[config.mk]
export PLATFORM = sky130hd
export DESIGN_NAME = plet_ctrl
export DESIGN_NICKNAME = d
export VERILOG_FILES = /design/src/plet_pkg.sv /design/src/plet_ctrl.sv
export SDC_FILE = /design/constraint.sdc
export NUM_CORES = 1
export LEC_CHECK = 0
export BUFFER_PORTS_ARGS = -buffer_cell sky130_fd_sc_hd__buf_2
export CAP_MARGIN = 0
export CORE_ASPECT_RATIO = 2
export CORE_UTILIZATION = 50
export DETAILED_ROUTE_END_ITERATION = 10
export PLACE_DENSITY = 0.78
export SLEW_MARGIN = 5
export SYNTH_ARGS = -nofsm -noshare
export SYNTH_HDL_FRONTEND = slang
export SYNTH_SLANG_ARGS = --single-unit
[constraint.sdc]
create_clock -name clk -period 11.99 [get_ports clk]
set_input_delay 1.7985 -clock clk [delete_from_list [all_inputs] [get_ports clk]]
set_output_delay 1.7985 -clock clk [all_outputs]
set_load 0.05 [all_outputs]
[src/plet_pkg.sv]
// Shared types, register codes and reset values for the pixel LSB entropy transposer.
// Used by plet_ctrl and the top level; depends on nothing else.
package plet_pkg;

  // Default for the largest matrix side the store is sized for.
  localparam int MAX_SIDE_DEF = 64;

  // Configuration register indexes (byte address bits [3:2]).
  localparam logic [1:0] REG_BAND_LOW  = 2'd0;
  localparam logic [1:0] REG_BAND_HIGH = 2'd1;
  localparam logic [1:0] REG_SIDE      = 2'd2;

  // Register reset values.
  localparam logic [7:0] BAND_LOW_RST  = 8'd2;
  localparam logic [7:0] BAND_HIGH_RST = 8'd253;
  localparam logic [6:0] SIDE_RST      = 7'd64;

  // Input word action codes.
  localparam logic ACT_SAMPLE = 1'b0;
  localparam logic ACT_READ   = 1'b1;

  // One input word.
  typedef struct packed {
    logic       action;
    logic [7:0] brightness;
    logic       frame_end;
  } in_word_t;

  // One result word.
  typedef struct packed {
    logic        out_bit;
    logic        bit_valid;
    logic        last_bit;
    logic        store_full;
    logic [12:0] bits_collected;
  } out_word_t;

  // Per-word control passed from the sequencer to the top level.
  typedef struct packed {
    logic mem_we;
    logic mem_re;
    logic wr_bit;
    logic bit_valid;
    logic last_bit;
    logic store_full;
  } step_ctl_t;

endpackage

[src/plet_ctrl.sv]
// Fill and drain sequencer: band filter, frame parity, transposed write address and
// row-major drain index. Depends on plet_pkg.
module plet_ctrl #(
  parameter int MAX_SIDE = plet_pkg::MAX_SIDE_DEF
) (
  input  logic                                   clk,
  input  logic                                   rst_n,
  input  logic                                   accept,
  input  plet_pkg::in_word_t                     word,
  input  logic [7:0]                             band_low,
  input  logic [7:0]                             band_high,
  input  logic [6:0]                             matrix_side,
  input  logic                                   side_wr,
  output plet_pkg::step_ctl_t                    ctl,
  output logic [$clog2(MAX_SIDE*MAX_SIDE)-1:0]   wr_addr,
  output logic [$clog2(MAX_SIDE*MAX_SIDE)-1:0]   rd_addr,
  output logic [12:0]                            bits_collected
);

  localparam int SW = $clog2(MAX_SIDE + 1);
  localparam int AW = $clog2(MAX_SIDE * MAX_SIDE);
  localparam int CW = $clog2(MAX_SIDE * MAX_SIDE + 1);
  localparam int TW = 2 * SW;
  localparam int LW = (SW > 7) ? SW : 7;

  logic [SW-1:0] row_r, row_nxt;
  logic [SW-1:0] col_r, col_nxt;
  logic [AW-1:0] addr_r, addr_nxt;
  logic [CW-1:0] fill_r, fill_nxt;
  logic [CW-1:0] drain_r, drain_nxt;
  logic          even_r, even_nxt;

  logic [LW-1:0]    side_ext;
  logic [SW-1:0]    side;
  logic [TW-1:0]    total;
  logic             full_now;
  logic             keep;
  logic             drain;
  logic [CW+12:0]   fill_wide;

  // Effective side: zero acts as one, anything above the store size is clamped.
  always_comb begin
    side_ext = LW'(matrix_side);
    if (side_ext == '0) begin
      side_ext = LW'(1);
    end else if (side_ext > LW'(MAX_SIDE)) begin
      side_ext = LW'(MAX_SIDE);
    end
    side  = side_ext[SW-1:0];
    total = TW'(side) * TW'(side);
  end

  assign full_now = TW'(fill_r) >= total;
  assign keep  = accept && (word.action == plet_pkg::ACT_SAMPLE) && !full_now &&
                 (word.brightness >= band_low) && (word.brightness <= band_high);
  assign drain = accept && (word.action == plet_pkg::ACT_READ) && full_now &&
                 (TW'(drain_r) < total);

  // Next state of the counters; the write address walks down a column by adding the side.
  always_comb begin
    row_nxt   = row_r;
    col_nxt   = col_r;
    addr_nxt  = addr_r;
    fill_nxt  = fill_r;
    drain_nxt = drain_r;
    even_nxt  = even_r;
    if (keep) begin
      fill_nxt = fill_r + CW'(1);
      if (row_r + SW'(1) >= side) begin
        row_nxt  = '0;
        col_nxt  = col_r + SW'(1);
        addr_nxt = AW'(col_r) + AW'(1);
      end else begin
        row_nxt  = row_r + SW'(1);
        addr_nxt = addr_r + AW'(side);
      end
    end
    if (accept && (word.action == plet_pkg::ACT_SAMPLE) && word.frame_end) begin
      even_nxt = !even_r;
    end
    if (drain) begin
      drain_nxt = drain_r + CW'(1);
    end
  end

  // State registers; a side write empties the store but keeps the frame parity.
  always_ff @(posedge clk) begin
    if (!rst_n) begin
      row_r   <= '0;
      col_r   <= '0;
      addr_r  <= '0;
      fill_r  <= '0;
      drain_r <= '0;
      even_r  <= 1'b0;
    end else if (side_wr) begin
      row_r   <= '0;
      col_r   <= '0;
      addr_r  <= '0;
      fill_r  <= '0;
      drain_r <= '0;
    end else begin
      row_r   <= row_nxt;
      col_r   <= col_nxt;
      addr_r  <= addr_nxt;
      fill_r  <= fill_nxt;
      drain_r <= drain_nxt;
      even_r  <= even_nxt;
    end
  end

  // Memory requests and the status fields of the result word.
  always_comb begin
    ctl.mem_we     = keep;
    ctl.mem_re     = drain;
    ctl.wr_bit     = word.brightness[0] ^ even_r;
    ctl.bit_valid  = drain;
    ctl.last_bit   = drain && ((TW'(drain_r) + TW'(1)) == total);
    ctl.store_full = TW'(fill_nxt) >= total;
  end

  assign wr_addr        = addr_r;
  assign rd_addr        = drain_r[AW-1:0];
  assign fill_wide      = (CW + 13)'(fill_nxt);
  assign bits_collected = fill_wide[12:0];

endmodule

==> out/results.ini, run 1 <==
[clocking]
clk_pin_slew_ps=80
cts_buffers=5
cts_tree=yes
clk_latency_ps=310
cts_root_buf=clkbuf_16
hold_buffers=0
cts-htree-levels=2
cts_sinks=53
clockBufferDepth=2

[critical_path]
cp.arrival_ps=9730
reg2reg_slack_ps=8480
path_max_fanout=9
worst_path_most_repeated_cell=inv_1
cp_data_required_time_ps=10190
cp-end-kind=output pin
reg2reg_depth=12
slowest_delay_ps=530
critPathKind=input port to output pin
crit_slowest_cell=fa_1
start_kind=input port
r2r-start=fill_r[0]
rr_endpoint=drain_r[2]

[route]
drtAntennaViolNets=0
routed_wl_um=15200
dr.pass1.iters=4
viasPerCell=5.81
wl_per_cell_um=15.9
drc=0
drtIter0Drc=251
vias=5544

[timing]
slew_headroom_pct=27.5
setup_violations=0
hold_slack_ps=491
period_share_pct=96.1
report.final.slew_viol_count=0
min_period_ps=11520
finalSetupTns_ps=0
tightestPinTransition_ps=1060
finalHoldViolations=0
fmax_mhz=86.8
fin_worst_skew_ps=5.91

[pwr]
p_per_area_mw_per_mm2=93.8
p_leak_nw=3.29
peakVddDrop_v=0.0000590

[grt]
grt_antenna_before_repair=0
grt_max_degree=40
overflow=0
track_usage_pct=25.3
grt_first_pass_wirelength_um=24800
grt_pass1_vias=5483

[finish]
drive_above_1_share_pct=16.7
n_antenna_cell=0
area_growth_pct=13.2
nNetsFinal=949

[hold_path]
worstHoldPathType=register to register
min_from=row_r[1]
min_to=row_r[1]
whs_path_depth=2

[yosys]
ys_types=67
ys_seq_area_share_pct=17.8
mappedNetlistArea_sq_mm=0.00595
yosysWarnings=0
netlist_instances=735
synthArstFlopShare_pct=0
synth-seq-cells=53
synth_edf_count=0
synth_ff_type=dfxtp_1
synth.avg_cell_area_sq_um=8.09

[outcome]
status=complete, no violations

[flow_run]
maxCapViolCount=0

[floorplanning]
die_x_um=79.1
die_h_um=156
core_area_sq_mm=0.0116
fp-row-count=56
start_util_pct=51.1
die_area_sq_mm=0.0124
pin_count=80

[place]
dp.final_hpwl_um=12100
io_buffers=79
routabilityCongestion=0.955

[cells in the mapped netlist, types with 3 or more instances]
cell / count / area [sq um]
o211ai_1: 18 / 135
xor2_1: 21 / 184
dfxtp_1: 53 / 1060
a31o_2: 3 / 26.3
nand2b_1: 14 / 87.6
xnor2_1: 38 / 333
inv_1: 57 / 214
a211oi_1: 9 / 67.6
fa_1: 16 / 320
nand4_1: 9 / 56.3
buf_2: 5 / 25.0
nand3_1: 25 / 125
o31a_1: 3 / 26.3
a31oi_1: 3 / 18.8
a21o_1: 14 / 105
or3_1: 5 / 31.3
clkbuf_1: 14 / 52.6
and3_1: 21 / 131
o21ai_0: 29 / 145
nor3b_1: 6 / 45.0
ha_1: 87 / 1090
and2_1: 21 / 131
nor2b_1: 9 / 56.3
nor2_1: 45 / 169
a21oi_1: 39 / 195
or4_1: 6 / 45.0
mux2i_1: 9 / 90.1
nand2_1: 61 / 229
buf_4: 15 / 113
o21a_1: 3 / 22.5
a32o_1: 5 / 50.1
or2_2: 5 / 31.3
nand3b_1: 3 / 22.5
nor3_1: 19 / 95.1
nand4b_1: 4 / 35.0
[flip-flops by register name, summed over array words and instances, names as in the netlist]
signal,count
col_r,7
drain_r,13
even_r,1
fill_r,13
row_r,7
wr_addr,12
[layout make-up]
cell class	count	area, sq um
clock buffers	5	125
clock inverters	3	26.3
fillers	1141	4900
inverters	60	225
multi-input cells	592	4570
flip-flops and latches	53	1060
well taps	145	181
repair buffers	97	539
[kinds of logic after synthesis]
logic type	share of synthesized area, %
multiplexers	1.52
AND/OR/NAND/NOR	23.3
flip-flops	17.8
XOR/XNOR	9.07
adder cells (fa/ha/maj)	23.7
other	0.126
buffers and inverters	7.05
AO/OA/AOI/OAI	17.4
[placed cells by master (no fill, tap or decap), types with 4 or more instances in the layout]
cell type  netlist  final
or3_1            5      5
fa_1            16     16
nor2_1          45     45
o211ai_1        18     18
inv_1           57     57
o21ai_0         29     27
or2_2            5      5
a211oi_1         9      8
buf_2            5     77
and3_1          21     21
buf_4           15     18
and2_1          21     21
a21o_1          14     14
a32o_1           5      5
nor2b_1          9      8
dfxtp_1         53     53
conb_1           2      7
clkbuf_16        0      5
xor2_1          21     19
nor3_1          19     19
nand4_1          9      9
nand2b_1        14     14
a21oi_1         39     38
or4_1            6      6
nand2_1         61     60
nand3_1         25     25
nor3b_1          6      5
mux2i_1          9      9
xnor2_1         38     34
nand4b_1         4      4
ha_1            87     87
[what timing repair did]
item | in CTS | in global routing
setup endpoints to repair | 1 | 1
pin swaps | 0 | 9
resized for setup | 1 | 12
gates cloned | 0 | 0
setup buffers | 0 | 5
[metrics by stage]
stage / instance area, sq um / utilization, % / worst slack, ps / std cells / power [mW]
floorplan: 6020 / - / 68.6 / 740 / 0.380
global placement: 6510 / 55.9 / 195 / 942 / 0.458
detailed placement: 6510 / 55.9 / -36.7 / 942 / 0.465
CTS: 6660 / 57.3 / 14.1 / 950 / 0.621
global route: 6730 / 57.9 / -109 / 955 / 0.674
finish: 6730 / 57.9 / 465 / 955 / 0.631
[routing by layer]
| layer | track usage (%) | wire [um] |
|---|---|---|
| met5 | 0 | 0 |
| met4 | 15.0 | 620 |
| met3 | 1.69 | 467 |
| met2 | 48.2 | 8560 |
| met1 | 26.2 | 5570 |
[worst max-delay path: cells and delay by family]
kind | cells | cell delay (ps)
simple gates | 7 | 980
xor+xnor | 2 | 300
buf+inv | 10 | 1000
compound gates | 15 | 2780
fa+ha+maj | 7 | 2860
[report_power, final]
group | switching, mW | total (mW) | internal, mW
clock network | 0.0759 | 0.156 | 0.0800
logic | 0.169 | 0.298 | 0.129
registers | 0.000925 | 0.178 | 0.177
[worst max-delay path by stage]
stage | cells after the start | from | slack [ps] | to
final | 41 | matrix_side[6] | 470 | ctl[0]
after floorplan | 36 | matrix_side[6] | 70 | ctl[0]
after global placement | 40 | matrix_side[6] | 200 | ctl[0]
after detailed placement | 40 | matrix_side[6] | -40 | ctl[0]
after CTS | 40 | matrix_side[6] | 10 | ctl[0]
after global routing | 40 | matrix_side[6] | -110 | ctl[0]
No activity file was read; power rests on OpenSTA's default activity.
==> run 2: changes to the inputs <==
CAP_MARGIN = 20   (was 0)
PLACE_DENSITY = 0.71   (was 0.78)
==> out/results.ini, run 2 (synthesized netlist as in run 1, its figures left out) <==
[outcome]
status=complete, no violations

[place]
routabilityCongestion=0.965  ; +1.0%
dp.final_hpwl_um=12600  ; +4.6%
placed_cells=944  ; +0.21%
io_buffers=79  ; unchanged

[finish]
mostFrequentLayoutCell=ha_1
area_growth_pct=12.9
nNetsFinal=949  ; unchanged
final_cell_count_no_fill=955  ; unchanged
n_antenna_cell=0  ; unchanged
final_cell_mix=ha_1 (87), buf_2 (77), nand2_1 (60)
drive_above_1_share_pct=16.4  ; -0.25 points

[route]
vias=5562  ; +0.32%
viasPerCell=5.82  ; +0.32%
drc=0  ; unchanged
wl_per_cell_um=16.3  ; +2.3%
drtAntennaViolNets=0  ; unchanged
drtIter0Drc=179  ; -29%
dr.pass1.iters=4  ; unchanged
routed_wl_um=15600  ; +2.3%

[clocking]
clockBufferDepth=2  ; unchanged
cts_buffers=5  ; unchanged
clk_latency_ps=300  ; about the same
cts-htree-levels=2  ; unchanged
clk_pin_slew_ps=80  ; about the same
cts_tree=yes
cts_root_buf=clkbuf_16
cts_sinks=53  ; unchanged

[timing]
report.final.slew_viol_count=0  ; unchanged
min_period_ps=11540  ; +18.1 ps
fmax_mhz=86.6  ; -0.16%
hold_slack_ps=485  ; -5.56 ps
setup_violations=0  ; unchanged
tightestPinTransition_ps=792  ; -268 ps
period_share_pct=96.3  ; +0.15 points
finalHoldViolations=0  ; unchanged
fin_worst_skew_ps=8.03  ; +2.12 ps
slew_headroom_pct=45.8  ; +18 points
finalSetupTns_ps=0  ; unchanged

[floorplanning]
pin_count=80  ; unchanged
die_x_um=79.1  ; unchanged
core_area_sq_mm=0.0116  ; unchanged
die_h_um=156  ; unchanged
die_area_sq_mm=0.0124  ; unchanged
fp-row-count=56  ; unchanged
start_util_pct=51.1  ; unchanged

[critical_path]
cp.arrival_ps=9740  ; about the same
rr_endpoint=wr_addr[8]
worst_path_most_repeated_cell=inv_1
critPathKind=input port to output pin
reg2reg_depth=12  ; unchanged
reg2reg_slack_ps=8420  ; -60 ps
slowest_delay_ps=530  ; about the same
crit_slowest_cell=fa_1
path_max_fanout=17  ; +8
start_kind=input port
cp_data_required_time_ps=10190  ; about the same
r2r-start=fill_r[0]
cp-end-kind=output pin

[grt]
track_usage_pct=26.0  ; +0.71 points
grt_antenna_before_repair=0  ; unchanged
grt_first_pass_wirelength_um=25400  ; +2.3%
grt_pass1_vias=5593  ; +2.0%
overflow=0  ; unchanged
grt_max_degree=40  ; unchanged

[pwr]
peakVddDrop_v=0.0000558  ; -5.4%
p_leak_nw=3.28  ; -0.25%
p_per_area_mw_per_mm2=94.3  ; +0.61%

[hold_path]
min_from=wr_addr[4]
whs_path_depth=2  ; unchanged
min_to=wr_addr[4]
worstHoldPathType=register to register

[flow_run]
maxCapViolCount=0  ; unchanged

==> run 2: cell types whose count changed in the layout (fill, tap and decap cells not counted) <==
cell / previous run / this run
clkinvlp_4: 0 / 1
xor2_2: 2 / 1
nor3b_2: 1 / 0
xor2_1: 19 / 20
inv_6: 3 / 1
clkinv_2: 0 / 1
clkbuf_4: 1 / 0
nor3b_1: 5 / 6
buf_4: 18 / 19
==> run 2: how the worst max path moves through the flow <==
stage,startpoint,to,slack [ps],cells after the start
5_1_grt,matrix_side[6],ctl[0],-40,40
6_report,matrix_side[6],ctl[0],450,39
3_5_place_dp,matrix_side[6],ctl[0],6,39
3_3_place_gp,matrix_side[6],ctl[0],290,40
2_1_floorplan,matrix_side[6],ctl[0],70,36
4_1_cts,matrix_side[6],ctl[0],40,39
==> run 2: area by class of cell <==
| type | count | area (sq um) |
|---|---|---|
| clock buffer | 5 | 125 |
| clock inverter | 3 | 21.3 |
| fill | 1110 | 4920 |
| inverter | 60 | 225 |
| multi-input combinational | 592 | 4560 |
| sequential | 53 | 1060 |
| tap | 145 | 181 |
| timing repair buffer | 97 | 539 |
==> run 2: worst max-delay path, delay by kind of cell <==
kind	cells	cell delay (ps)
XOR/XNOR	2	400
adder cells (fa/ha/maj)	7	2850
AND/OR/NAND/NOR	6	940
AO/OA/AOI/OAI	15	2880
buffers and inverters	9	890
==> run 2: timing repair <==
item / 4_1_cts / 5_1_grt
resized for setup: 1 / 11
setup endpoints to repair: 1 / 1
buffers inserted: 0 / 3
pin swaps: 0 / 6
cloned: 0 / 0
hold buffers: 0 / 0
==> run 2: layer usage <==
layer | routed length, um | up-vias | GRT usage (%)
li1 | - | 2718 | -
met1 | 5700 | 2650 | 25.2
met2 | 8380 | 149 | 49.5
met3 | 543 | 45 | 2.51
met4 | 954 | 0 | 18.4
met5 | 0 | - | 0
==> run 2: power breakdown <==
part	internal (mW)	switching [mW]
combinational	0.127	0.179
sequential	0.177	0.000897
clock	0.0780	0.0711
==> run 2: stage by stage <==
stage                     area [sq um]  utilization, %  setup slack [ps]  total power, mW
after floorplan                   6020               -              68.6            0.380
after global routing              6720            57.7             -43.8            0.677
after global placement            6520            56.1               289            0.469
final                             6720            57.7               447            0.633
after detailed placement          6520            56.1              5.94            0.479
after CTS                         6670            57.3              40.0            0.629
